## src/tep_pkg.sv

```systemverilog
// Shared types and constants for the timed event priority scheduler.
// Used by every module of the block; depends on nothing.
`default_nettype none
package tep_pkg;
    localparam int unsigned QUEUE_DEPTH_DEF  = 16;
    localparam int unsigned CANCEL_DEPTH_DEF = 16;
    localparam int unsigned MAX_RESULTS_DEF  = 64;

    localparam logic [1:0] OP_SCHEDULE = 2'd0;
    localparam logic [1:0] OP_CANCEL   = 2'd1;
    localparam logic [1:0] OP_TICK     = 2'd2;

    localparam logic [2:0] KIND_FIRED       = 3'd0;
    localparam logic [2:0] KIND_ACCEPTED    = 3'd1;
    localparam logic [2:0] KIND_QUEUE_FULL  = 3'd2;
    localparam logic [2:0] KIND_ZERO_ID     = 3'd3;
    localparam logic [2:0] KIND_CANCEL_FULL = 3'd4;
    localparam logic [2:0] KIND_TICK_DONE   = 3'd5;

    typedef struct packed {
        logic [31:0] due;
        logic [31:0] id;
        logic [31:0] interval;
        logic [15:0] stamp;
    } tep_entry_t;
endpackage
`default_nettype wire

```

## src/tep_queue_ram.sv

```systemverilog
// Event store: single write port, single registered read port.
// Depends on tep_pkg for the entry type.
`default_nettype none
module tep_queue_ram import tep_pkg::*; #(
    parameter int unsigned DEPTH = QUEUE_DEPTH_DEF,
    parameter int unsigned AW    = $clog2(QUEUE_DEPTH_DEF)
) (
    input  wire logic          aclk,
    input  wire logic          wr_en,
    input  wire logic [AW-1:0] wr_addr,
    input  wire tep_entry_t    wr_data,
    input  wire logic          rd_en,
    input  wire logic [AW-1:0] rd_addr,
    output tep_entry_t         rd_data
);
    tep_entry_t mem [DEPTH];
    tep_entry_t rd_data_reg;

    always_ff @(posedge aclk) begin
        if (wr_en) begin
            mem[wr_addr] <= wr_data;
        end
        if (rd_en) begin
            rd_data_reg <= mem[rd_addr];
        end
    end

    assign rd_data = rd_data_reg;
endmodule
`default_nettype wire

```

## src/tep_cancel_store.sv

```systemverilog
// Cancel marks: id memory with registered read, valid flags in flip-flops,
// and a first-free-slot encoder. Depends on tep_pkg.
`default_nettype none
module tep_cancel_store import tep_pkg::*; #(
    parameter int unsigned DEPTH = CANCEL_DEPTH_DEF,
    parameter int unsigned AW    = 4
) (
    input  wire logic          aclk,
    input  wire logic          aresetn,
    input  wire logic          rd_en,
    input  wire logic [AW-1:0] rd_addr,
    output logic [31:0]        rd_id,
    output logic               rd_valid,
    input  wire logic          set_en,
    input  wire logic [AW-1:0] set_addr,
    input  wire logic [31:0]   set_id,
    input  wire logic          clr_en,
    input  wire logic [AW-1:0] clr_addr,
    output logic               free_any,
    output logic [AW-1:0]      free_addr
);
    logic [31:0]      mem [DEPTH];
    logic [DEPTH-1:0] valid_reg;
    logic [DEPTH-1:0] valid_next;
    logic [31:0]      rd_id_reg;
    logic             rd_valid_reg;

    always_comb begin
        valid_next = valid_reg;
        if (set_en) begin
            valid_next[set_addr] = 1'b1;
        end
        if (clr_en) begin
            valid_next[clr_addr] = 1'b0;
        end
    end

    always_ff @(posedge aclk) begin
        if (!aresetn) begin
            valid_reg <= '0;
        end else begin
            valid_reg <= valid_next;
        end
    end

    always_ff @(posedge aclk) begin
        if (set_en) begin
            mem[set_addr] <= set_id;
        end
        if (rd_en) begin
            rd_id_reg    <= mem[rd_addr];
            rd_valid_reg <= valid_reg[rd_addr];
        end
    end

    always_comb begin
        free_any  = 1'b0;
        free_addr = '0;
        for (int i = DEPTH - 1; i >= 0; i--) begin
            if (!valid_reg[i]) begin
                free_any  = 1'b1;
                free_addr = AW'(i);
            end
        end
    end

    assign rd_id    = rd_id_reg;
    assign rd_valid = rd_valid_reg;
endmodule
`default_nettype wire

```

## src/timed_event_priority_scheduler.sv

```systemverilog
// Timed event scheduler: control sequencer over the event store and cancel marks.
// Depends on tep_pkg, tep_queue_ram and tep_cancel_store.
// One item is handled at a time. A schedule shifts back, one by one, the queued events
// with a later due time in the sorted store, then writes the new event into the gap.
// A cancel sweeps the cancel memory slot by slot, reading each slot and then comparing it.
// A tick pops due events from the head; each popped event takes the cancel sweep and,
// for a periodic event, a re-insert. Each memory has a single read port.
// Results wait in an output register, so a stalled result channel only holds the step
// that produces the next result.
`default_nettype none
module timed_event_priority_scheduler import tep_pkg::*; #(
    parameter int unsigned QUEUE_DEPTH          = QUEUE_DEPTH_DEF,
    parameter int unsigned CANCEL_DEPTH         = CANCEL_DEPTH_DEF,
    parameter int unsigned MAX_RESULTS_PER_TICK = MAX_RESULTS_DEF
) (
    input  wire logic        aclk,
    input  wire logic        aresetn,
    input  wire logic        s_valid,
    output logic             s_ready,
    input  wire logic [1:0]  s_operation,
    input  wire logic [31:0] s_event_id,
    input  wire logic [31:0] s_due_time,
    input  wire logic [31:0] s_repeat_interval,
    input  wire logic [31:0] s_current_time,
    output logic             m_valid,
    input  wire logic        m_ready,
    output logic [2:0]       m_result_kind,
    output logic [31:0]      m_fired_id,
    output logic [31:0]      m_fired_time,
    output logic             m_last
);
    localparam int unsigned QW  = $clog2(QUEUE_DEPTH);
    localparam int unsigned QCW = $clog2(QUEUE_DEPTH + 1);
    localparam int unsigned SW  = QCW + 1;
    localparam int unsigned CW  = (CANCEL_DEPTH > 1) ? $clog2(CANCEL_DEPTH) : 1;
    localparam int unsigned NW  = $clog2(MAX_RESULTS_PER_TICK);

    localparam logic [3:0] ST_IDLE   = 4'd0;
    localparam logic [3:0] ST_DECODE = 4'd1;
    localparam logic [3:0] ST_IREAD  = 4'd2;
    localparam logic [3:0] ST_ICMP   = 4'd3;
    localparam logic [3:0] ST_CREAD  = 4'd4;
    localparam logic [3:0] ST_CCMP   = 4'd5;
    localparam logic [3:0] ST_THEAD  = 4'd6;
    localparam logic [3:0] ST_THCHK  = 4'd7;
    localparam logic [3:0] ST_EMIT   = 4'd8;

    logic [3:0]     state_reg, state_next;
    logic [3:0]     ret_reg, ret_next;
    logic [1:0]     op_reg, op_next;
    logic [31:0]    id_reg, id_next;
    logic [31:0]    due_reg, due_next;
    logic [31:0]    iv_reg, iv_next;
    logic [31:0]    now_reg, now_next;
    logic [QW-1:0]  head_reg, head_next;
    logic [QCW-1:0] count_reg, count_next;
    logic [15:0]    stamp_reg, stamp_next;
    logic [QCW-1:0] pos_reg, pos_next;
    logic [31:0]    ins_id_reg, ins_id_next;
    logic [31:0]    ins_t_reg, ins_t_next;
    logic [31:0]    ins_iv_reg, ins_iv_next;
    logic [31:0]    ev_id_reg, ev_id_next;
    logic [31:0]    ev_t_reg, ev_t_next;
    logic [31:0]    ev_iv_reg, ev_iv_next;
    logic [CW-1:0]  cidx_reg, cidx_next;
    logic [NW-1:0]  n_reg, n_next;
    logic [2:0]     em_kind_reg, em_kind_next;
    logic [31:0]    em_id_reg, em_id_next;
    logic [31:0]    em_time_reg, em_time_next;
    logic           em_last_reg, em_last_next;
    logic           m_valid_reg, m_valid_next;
    logic [2:0]     m_kind_reg, m_kind_next;
    logic [31:0]    m_id_reg, m_id_next;
    logic [31:0]    m_time_reg, m_time_next;
    logic           m_last_reg, m_last_next;

    logic          q_wr_en, q_rd_en;
    logic [QW-1:0] q_wr_addr, q_rd_addr;
    tep_entry_t    q_wr_data, q_rd_data;
    logic          c_rd_en, c_set_en, c_clr_en, c_rd_valid, c_free_any;
    logic [CW-1:0] c_set_addr, c_clr_addr, c_free_addr;
    logic [31:0]   c_rd_id, c_key;
    logic [32:0]   sat_sum;
    logic          c_hit;

    function automatic logic [QW-1:0] phys(input logic [QW-1:0] h, input logic [QCW-1:0] p);
        logic [SW-1:0] s;
        s = SW'(h) + SW'(p);
        if (s >= SW'(QUEUE_DEPTH)) begin
            s = s - SW'(QUEUE_DEPTH);
        end
        return s[QW-1:0];
    endfunction

    tep_queue_ram #(.DEPTH(QUEUE_DEPTH), .AW(QW)) u_queue (
        .aclk(aclk), .wr_en(q_wr_en), .wr_addr(q_wr_addr), .wr_data(q_wr_data),
        .rd_en(q_rd_en), .rd_addr(q_rd_addr), .rd_data(q_rd_data)
    );

    tep_cancel_store #(.DEPTH(CANCEL_DEPTH), .AW(CW)) u_cancel (
        .aclk(aclk), .aresetn(aresetn), .rd_en(c_rd_en), .rd_addr(cidx_reg),
        .rd_id(c_rd_id), .rd_valid(c_rd_valid), .set_en(c_set_en),
        .set_addr(c_set_addr), .set_id(id_reg), .clr_en(c_clr_en),
        .clr_addr(c_clr_addr), .free_any(c_free_any), .free_addr(c_free_addr)
    );

    assign c_key   = (op_reg == OP_TICK) ? ev_id_reg : id_reg;
    assign c_hit   = c_rd_valid && (c_rd_id == c_key);
    assign sat_sum = {1'b0, ev_t_reg} + {1'b0, ev_iv_reg};

    always_comb begin
        state_next   = state_reg;
        ret_next     = ret_reg;
        op_next      = op_reg;
        id_next      = id_reg;
        due_next     = due_reg;
        iv_next      = iv_reg;
        now_next     = now_reg;
        head_next    = head_reg;
        count_next   = count_reg;
        stamp_next   = stamp_reg;
        pos_next     = pos_reg;
        ins_id_next  = ins_id_reg;
        ins_t_next   = ins_t_reg;
        ins_iv_next  = ins_iv_reg;
        ev_id_next   = ev_id_reg;
        ev_t_next    = ev_t_reg;
        ev_iv_next   = ev_iv_reg;
        cidx_next    = cidx_reg;
        n_next       = n_reg;
        em_kind_next = em_kind_reg;
        em_id_next   = em_id_reg;
        em_time_next = em_time_reg;
        em_last_next = em_last_reg;
        m_valid_next = m_valid_reg && !m_ready;
        m_kind_next  = m_kind_reg;
        m_id_next    = m_id_reg;
        m_time_next  = m_time_reg;
        m_last_next  = m_last_reg;
        q_wr_en      = 1'b0;
        q_wr_addr    = '0;
        q_wr_data    = '0;
        q_rd_en      = 1'b0;
        q_rd_addr    = '0;
        c_rd_en      = 1'b0;
        c_set_en     = 1'b0;
        c_set_addr   = c_free_addr;
        c_clr_en     = 1'b0;
        c_clr_addr   = cidx_reg;
        s_ready      = (state_reg == ST_IDLE);

        case (state_reg)
            ST_IDLE: begin
                if (s_valid) begin
                    op_next    = s_operation;
                    id_next    = s_event_id;
                    due_next   = s_due_time;
                    iv_next    = s_repeat_interval;
                    now_next   = s_current_time;
                    state_next = ST_DECODE;
                end
            end
            ST_DECODE: begin
                em_id_next   = id_reg;
                em_time_next = due_reg;
                em_last_next = 1'b1;
                ret_next     = ST_IDLE;
                state_next   = ST_EMIT;
                em_kind_next = KIND_ZERO_ID;
                case (op_reg)
                    OP_SCHEDULE: begin
                        if (id_reg == '0) begin
                            em_kind_next = KIND_ZERO_ID;
                        end else if (count_reg == QCW'(QUEUE_DEPTH)) begin
                            em_kind_next = KIND_QUEUE_FULL;
                        end else begin
                            ins_id_next = id_reg;
                            ins_t_next  = due_reg;
                            ins_iv_next = iv_reg;
                            pos_next    = count_reg;
                            state_next  = ST_IREAD;
                        end
                    end
                    OP_CANCEL: begin
                        if (id_reg != '0) begin
                            cidx_next  = '0;
                            state_next = ST_CREAD;
                        end
                    end
                    OP_TICK: begin
                        n_next     = '0;
                        state_next = ST_THEAD;
                    end
                    default: begin
                        em_kind_next = KIND_ZERO_ID;
                    end
                endcase
            end
            ST_IREAD, ST_ICMP: begin
                if (state_reg == ST_IREAD && pos_reg != '0) begin
                    q_rd_en    = 1'b1;
                    q_rd_addr  = phys(head_reg, pos_reg - QCW'(1));
                    state_next = ST_ICMP;
                end else if (state_reg == ST_ICMP && q_rd_data.due > ins_t_reg) begin
                    q_wr_en    = 1'b1;
                    q_wr_addr  = phys(head_reg, pos_reg);
                    q_wr_data  = q_rd_data;
                    pos_next   = pos_reg - QCW'(1);
                    state_next = ST_IREAD;
                end else begin
                    q_wr_en    = 1'b1;
                    q_wr_addr  = phys(head_reg, pos_reg);
                    q_wr_data  = '{due: ins_t_reg, id: ins_id_reg,
                                   interval: ins_iv_reg, stamp: stamp_reg};
                    count_next = count_reg + QCW'(1);
                    stamp_next = stamp_reg + 16'd1;
                    if (op_reg == OP_TICK) begin
                        state_next = ST_THEAD;
                    end else begin
                        em_kind_next = KIND_ACCEPTED;
                        em_id_next   = id_reg;
                        em_time_next = due_reg;
                        em_last_next = 1'b1;
                        ret_next     = ST_IDLE;
                        state_next   = ST_EMIT;
                    end
                end
            end
            ST_CREAD: begin
                c_rd_en    = 1'b1;
                state_next = ST_CCMP;
            end
            ST_CCMP: begin
                if (!c_hit && cidx_reg != CW'(CANCEL_DEPTH - 1)) begin
                    cidx_next  = cidx_reg + CW'(1);
                    state_next = ST_CREAD;
                end else if (op_reg == OP_CANCEL) begin
                    em_id_next   = id_reg;
                    em_time_next = due_reg;
                    em_last_next = 1'b1;
                    ret_next     = ST_IDLE;
                    state_next   = ST_EMIT;
                    em_kind_next = KIND_ACCEPTED;
                    if (!c_hit) begin
                        if (c_free_any) begin
                            c_set_en = 1'b1;
                        end else begin
                            em_kind_next = KIND_CANCEL_FULL;
                        end
                    end
                end else begin
                    head_next  = phys(head_reg, QCW'(1));
                    count_next = count_reg - QCW'(1);
                    if (c_hit) begin
                        c_clr_en   = 1'b1;
                        state_next = ST_THEAD;
                    end else begin
                        n_next       = n_reg + NW'(1);
                        em_kind_next = KIND_FIRED;
                        em_id_next   = ev_id_reg;
                        em_time_next = ev_t_reg;
                        em_last_next = 1'b0;
                        state_next   = ST_EMIT;
                        ret_next     = ST_THEAD;
                        if (ev_iv_reg != '0) begin
                            ins_id_next = ev_id_reg;
                            ins_t_next  = sat_sum[32] ? 32'hFFFF_FFFF : sat_sum[31:0];
                            ins_iv_next = ev_iv_reg;
                            pos_next    = count_reg - QCW'(1);
                            ret_next    = ST_IREAD;
                        end
                    end
                end
            end
            ST_THEAD: begin
                if (count_reg == '0 || n_reg == NW'(MAX_RESULTS_PER_TICK - 1)) begin
                    em_kind_next = KIND_TICK_DONE;
                    em_id_next   = '0;
                    em_time_next = now_reg;
                    em_last_next = 1'b1;
                    ret_next     = ST_IDLE;
                    state_next   = ST_EMIT;
                end else begin
                    q_rd_en    = 1'b1;
                    q_rd_addr  = head_reg;
                    state_next = ST_THCHK;
                end
            end
            ST_THCHK: begin
                if (q_rd_data.due <= now_reg) begin
                    ev_id_next = q_rd_data.id;
                    ev_t_next  = q_rd_data.due;
                    ev_iv_next = q_rd_data.interval;
                    cidx_next  = '0;
                    state_next = ST_CREAD;
                end else begin
                    em_kind_next = KIND_TICK_DONE;
                    em_id_next   = '0;
                    em_time_next = now_reg;
                    em_last_next = 1'b1;
                    ret_next     = ST_IDLE;
                    state_next   = ST_EMIT;
                end
            end
            ST_EMIT: begin
                if (!m_valid_reg || m_ready) begin
                    m_valid_next = 1'b1;
                    m_kind_next  = em_kind_reg;
                    m_id_next    = em_id_reg;
                    m_time_next  = em_time_reg;
                    m_last_next  = em_last_reg;
                    state_next   = ret_reg;
                end
            end
            default: begin
                state_next = ST_IDLE;
            end
        endcase
    end

    always_ff @(posedge aclk) begin
        if (!aresetn) begin
            state_reg   <= ST_IDLE;
            head_reg    <= '0;
            count_reg   <= '0;
            stamp_reg   <= '0;
            m_valid_reg <= 1'b0;
        end else begin
            state_reg   <= state_next;
            head_reg    <= head_next;
            count_reg   <= count_next;
            stamp_reg   <= stamp_next;
            m_valid_reg <= m_valid_next;
        end
    end

    always_ff @(posedge aclk) begin
        ret_reg     <= ret_next;
        op_reg      <= op_next;
        id_reg      <= id_next;
        due_reg     <= due_next;
        iv_reg      <= iv_next;
        now_reg     <= now_next;
        pos_reg     <= pos_next;
        ins_id_reg  <= ins_id_next;
        ins_t_reg   <= ins_t_next;
        ins_iv_reg  <= ins_iv_next;
        ev_id_reg   <= ev_id_next;
        ev_t_reg    <= ev_t_next;
        ev_iv_reg   <= ev_iv_next;
        cidx_reg    <= cidx_next;
        n_reg       <= n_next;
        em_kind_reg <= em_kind_next;
        em_id_reg   <= em_id_next;
        em_time_reg <= em_time_next;
        em_last_reg <= em_last_next;
        m_kind_reg  <= m_kind_next;
        m_id_reg    <= m_id_next;
        m_time_reg  <= m_time_next;
        m_last_reg  <= m_last_next;
    end

    assign m_valid       = m_valid_reg;
    assign m_result_kind = m_kind_reg;
    assign m_fired_id    = m_id_reg;
    assign m_fired_time  = m_time_reg;
    assign m_last        = m_last_reg;
endmodule
`default_nettype wire

```

## config.mk

```make
export PLATFORM = sky130hd
export DESIGN_NAME = timed_event_priority_scheduler
export DESIGN_NICKNAME = d
export VERILOG_FILES = /design/src/tep_pkg.sv /design/src/tep_queue_ram.sv /design/src/tep_cancel_store.sv /design/src/timed_event_priority_scheduler.sv
export SDC_FILE = /design/constraint.sdc
export NUM_CORES = 2
export LEC_CHECK = 0
export ABC_CLOCK_PERIOD_IN_PS = 9600
export BUFFER_PORTS_ARGS = -buffer_cell sky130_fd_sc_hd__buf_2
export CORE_UTILIZATION = 50
export DETAILED_ROUTE_END_ITERATION = 16
export GPL_TIMING_DRIVEN = 0
export PLACE_DENSITY = 0.65
export SLEW_MARGIN = 20
export SYNTH_ARGS = -nofsm -noshare
export SYNTH_HDL_FRONTEND = slang
export SYNTH_SLANG_ARGS = --single-unit
```

## constraint.sdc

```tcl
create_clock -name aclk -period 9.6 [get_ports aclk]
set_input_delay 0.48 -clock aclk [delete_from_list [all_inputs] [get_ports aclk]]
set_output_delay 0.48 -clock aclk [all_outputs]
set_load 0.01 [all_outputs]
```

# == After elaboration in Yosys (flattened, before gate mapping) ==
# Memories as Yosys holds them, arrays and structs flattened. A register that Yosys moved wholly into a read port is not among the register bits.
# Cells that the tools add are included.
# totals
n_memories,2
ram_bits,2304
regBits,524
word_cells,322
out_inout_bits,70
in_bits,134
# memory_table
name,depth,word_bits,read_ports,rd_ports_with_merged_regs,wr,line,text
u_queue.mem,16,112,1,1,1,tep_queue_ram.sv:16,tep_entry_t mem [DEPTH];
u_cancel.mem,16,32,1,1,1,tep_cancel_store.sv:22,logic [31:0] mem [DEPTH];
# classes
reduce_logical,37
addsub,13
n_lt_le_gt_ge,9
n_eq_ne,35
n_mux,189
bitwise,7
# ops
cell,count
two-way mux 32 bit,39
two-way mux 112 bit,3
one-hot mux 32 bit (5 select lines),2
two-way mux 4 bit,48
one-hot mux 32 bit (2 select lines),3
two-way mux 5 bit,13
nonzero test 32 bit,2
two-way mux 1 bit,50
"inequality test 2 bit, second input constant",19
adder 32 x 32 -> 33 bit,1
two-way mux 3 bit,11
equality test 32 bit,1
> comparator 32 bit,1
<= comparator 32 bit,1
zero test 32 bit,1
two-way mux 16 bit,2
one-hot mux 4 bit (8 select lines),1
two-way mux 6 bit,4
one-hot mux 4 bit (3 select lines),2
one-hot mux 4 bit (5 select lines),1
"adder 16 x 1 -> 16 bit, second input constant",1
bitwise AND 16 bit,1
"equality test 4 x 3 -> 1 bit, second input constant",4
inverter 16 bit,1
other kinds (47),78

# == Depth between registers and ports, before layout ==
# logic_depth
word_depth,24
ltp_mapped,13
depth_no_buf,12

# == Modules after synthesis ==
# Synthesis repeated with hierarchy kept, for this count alone.
# hier_totals
hier_cells,5954
hier_area_um2,115687.2
# by_module_without_submodules
mod,cells_each,instances,area_per_inst_um2,seq_area_each_um2
tep_queue_ram,2864,1,70291.2,57174.8
timed_event_priority_scheduler,2162,1,24292.0,14864.3
tep_cancel_store,928,1,21104.0,16686.0

# == Worst setup path before layout ==
# No wires, ideal clock.
# synth_timing
path_type,register -> register
startpoint,reg state_reg[0]
endpoint,reg due_reg[0] (enable)
required_ns,8.822
n_path_buf,1
setup_slack_ns,-0.879
path_stages_with_launch,4
setup_time_ns,0.778
period_less_slack_ns,10.479
t_arrival_ns,9.701
cell_sequence,dfxtp_1 -> clkbuf_1 -> or3_1 -> nor3_1
# synth_via
elab_chain_cells,2
# synth_rtl
element,line,text
"start, declared",timed_event_priority_scheduler.sv:48,"logic [3:0] state_reg, state_next;"
"start signal, assigned",timed_event_priority_scheduler.sv:329,state_reg <= state_next;
zero test 4 bit,timed_event_priority_scheduler.sv:152,case (state_reg)
AND reduction 2 bit (no line),-,
"end signal, assigned",timed_event_priority_scheduler.sv:341,due_reg <= due_next;
"end, declared",timed_event_priority_scheduler.sv:52,"logic [31:0] due_reg, due_next;"
# No other way between the ends.
# A chain may end at the register's enable or synchronous reset.

==> qor.yml <==
place:
  dpl.cell_count: 9183
  io_buffers: 203
  placed_cell_area_mm2: 0.1175
  place.gp.congestion: 0.8862
  dp_hpwl_mm: 198.1
setup_path:
  r2r-end: "u_queue.mem[10][107]$_DFFE_PP_"
  end_kind: "flip-flop"
  worstReg2RegStart: "u_queue.rd_data[109]$_DFFE_PP_"
  path_class: "reg2reg"
  r2r_slack_ns: 3.53
  arrival_ns: 6.64
  crit_required_ns: 10.17
  r2r_cells: 12
  worstPathMaxFanout: 16
  critPathLaunchType: "flip-flop"
global_route:
  grt_max_degree: 38
  grt_antenna_before_repair: 4
  grt_usage_pct: 26.46
  grt_pass1_vias: 58127
  grt_pass1_wl_mm: 412.2
  overflow: 0
floorplanning:
  io_pins: 204
  die-area_mm2: 0.2194
  core_area_mm2: 0.2155
  fp-row-count: 170
  dieHeight_um: 468.4
  dieWidth_um: 468.4
  start_util_pct: 50.48
timing:
  slew_viol_final: 0
  worstMarginPinSlew_ns: 1.261
  finalCriticalPeriod_ns: 6.066
  fmax_mhz: 164.9
  final_hold_viol_count: 0
  hold_ws_ns: 0.1719
  setup_viol: 0
  fin_worst_skew_ns: 0.06854
  final.period_utilization_pct: 63.19
  rsz0062_at_grt: "false"
  max_slew_margin_pct: 15.16
logic_synthesis:
  yosysSeqAreaShare_pct: 73.77
  ys_ff_latch: 2682
  yosys.area_share.simple_pct: 2.576
  synthAdderAreaFrac_pct: 1.344
  yosysTopAreaCell: "edfxtp_1"
  postSynthCellCount: 5960
  synth_compound_area_share_pct: 2.217
  async_reset_ff_share_pct: 0
  yosys_warnings: 0
  synthTopCellsByArea: "edfxtp_1 73%, mux2i_1 14%, mux4_2 3.4%, ha_1 1.3%, nand2_1 0.86%"
  synth_top_family_by_area: "multiplexers"
  synth_edf_count: 2652
  synth_fp_nets: 6209
  avgSynthCellArea_um2: 18.25
  synth_xor_area_share_pct: 0.6120
  synth_top_area_share_pct: 73.22
  netlist_area_mm2: 0.1088
  synth_cell_types: 71
  synthMuxAreaShare_pct: 17.91
  ys.flop_type: "edfxtp_1"
clock_tree:
  ctsResizeCount: 0
  clkSinkCount: 2682
  cts_setup_buffers: 0
  cts_root_buffer: "clkbuf_16"
  htreeDepth: 5
  cts.reportedPaths.clkPinSlew_ns: 0.06
  cts_made_buffers: 290
  cts.path.max_buffers: 4
  cts_tree: "done"
  clock_latency_ns: 0.95
finish:
  layout_common_cells: "2,652 x edfxtp_1, 1,575 x mux2i_1, 325 x buf_2, 296 x clkbuf_16, 249 x nand2_1"
  fillers: 15756
  layout.cells.non_filler: 9814
  drive_gt1_share_pct: 15.97
  layout_commonest_cell: "edfxtp_1"
  finalInstanceArea_mm2: 0.1275
  area_growth_pct: 17.25
  largest_reg_flops: 1536
  final_nets: 7017
route:
  drt_pass1_iterations: 11
  vias: 58500
  drt_wl_total_mm: 291.6
  drc_errors: 0
  vias_per_cell: 5.961
  wire_per_inst_um: 29.71
  drtAntennaViolNets: 0
  drt-initial-drc-count: 6260
pwr:
  powerDensity_mw_per_mm2: 210.6
  leakage_nw: 49.20
  peakVddDrop_mv: 0.2122
  power_mw: 26.86
hold_path:
  hold_class: "in2reg"
  hold_depth: 3
  min_from: "s_valid"
  holdPathEnd: "op_reg[1]$_DFFE_PP_"
status:
  status: "finished, final reports clean"
job:
  max-cap-violations: 0
[Yosys cell counts, types with 4 or more instances]
cell type / number
a211oi_1: 11
a21boi_0: 4
a21o_1: 41
a21oi_1: 57
a221oi_1: 6
a222oi_1: 32
a22o_1: 33
a22oi_1: 4
a31oi_1: 15
and2_1: 6
and3_1: 13
and4_1: 7
buf_1: 41
buf_2: 118
buf_6: 4
clkbuf_1: 112
dfxtp_1: 30
edfxtp_1: 2652
ha_1: 112
inv_1: 129
mux2i_1: 1575
mux4_2: 165
nand2_1: 250
nand2b_1: 14
nand3_1: 30
nand4_1: 25
nor2_1: 180
nor2b_1: 8
nor3_1: 25
nor4_1: 34
o211a_1: 5
o21a_1: 11
o21ai_0: 32
o21bai_1: 4
o22a_1: 32
or3_1: 7
xnor2_1: 56
xor2_1: 20
[routing by layer]
metal	share of wire (%)	vias up	global-route usage, %
met5	0.010	-	0
met4	4.0	4	10.05
met3	7.5	535	4.662
met2	48	2540	43.24
met1	40	30184	35.52
li1	-	25237	-
[power by group]
part | internal, mW | leakage [nW] | switching (mW)
Clock | 6.09 | 4.25 | 4.38
Sequential | 13.5 | 22.3 | 0.401
Combinational | 0.938 | 22.6 | 1.54
[through the flow]
stage	utilization (%)	setup TNS, ns	setup slack (ns)
floorplan	-	0	1.075
global placement	52.60	-4894.05	-6.643
detailed placement	54.52	0	3.792
CTS	59.17	0	3.747
global route	59.18	0	3.459
finish	59.18	0	3.534
[timing repair]
action | in CTS | in global routing
hold buffers | 131 | 0
endpoints found under the setup margin | 0 | 0
endpoints found under the hold margin | 134 | 0
[critical path: stages (launching register included)]
cell      delay [ns]
edfxtp_1        0.46
ha_1            0.33
a21o_1          0.16
a21o_1          0.17
a21oi_1         0.29
o21ai_0         0.18
a221oi_1        0.59
o21ai_0         0.41
nand2_1         0.50
clkbuf_2        0.63
buf_1           0.81
mux2i_1         0.36
nor2_1          0.80
[how the worst max path moves through the flow]
| stage | from | to | slack (ns) |
|---|---|---|---|
| floorplan | u_queue.rd_data[89]$_DFFE_PP_ | em_id_reg[0]$_DFFE_PP_ | 1.07 |
| global placement | now_reg[31]$_DFFE_PP_ | em_id_reg[3]$_DFFE_PP_ | -6.64 |
| detailed placement | u_queue.rd_data[97]$_DFFE_PP_ | u_queue.mem[8][107]$_DFFE_PP_ | 3.79 |
| CTS | u_queue.rd_data[97]$_DFFE_PP_ | u_queue.mem[10][107]$_DFFE_PP_ | 3.75 |
| global route | u_queue.rd_data[97]$_DFFE_PP_ | u_queue.mem[10][107]$_DFFE_PP_ | 3.46 |
| finish | u_queue.rd_data[109]$_DFFE_PP_ | u_queue.mem[10][107]$_DFFE_PP_ | 3.53 |
[logic make-up (layout without fill, tap and decap cells)]
logic type	count (synthesis)	in the layout
AOI/OAI and AO/OA	322	322
xor gates and xnor gates	76	76
adders and majority gates	115	115
buffers and inverters	406	1414
DFF	2682	2682
muxes	1740	1740
other	0	8
and+or+nand+nor	619	619
[area by class of cell]
| type | count | area [µm²] | area share, % |
|---|---|---|---|
| Sequential cell | 2682 | 80240 | 62.92 |
| Multi-Input combinational cell | 2872 | 27110 | 21.26 |
| Clock buffer | 370 | 7725 | 6.058 |
| Timing Repair Buffer | 516 | 6160 | 4.830 |
| Tap cell | 2838 | 3551 | 2.784 |
| Buffer | 277 | 1247 | 0.9782 |
| Clock inverter | 122 | 987.2 | 0.7741 |
| Inverter | 129 | 484.2 | 0.3797 |
| Antenna cell | 8 | 20.02 | 0.01570 |
Power figures use the tool's default switching activity.
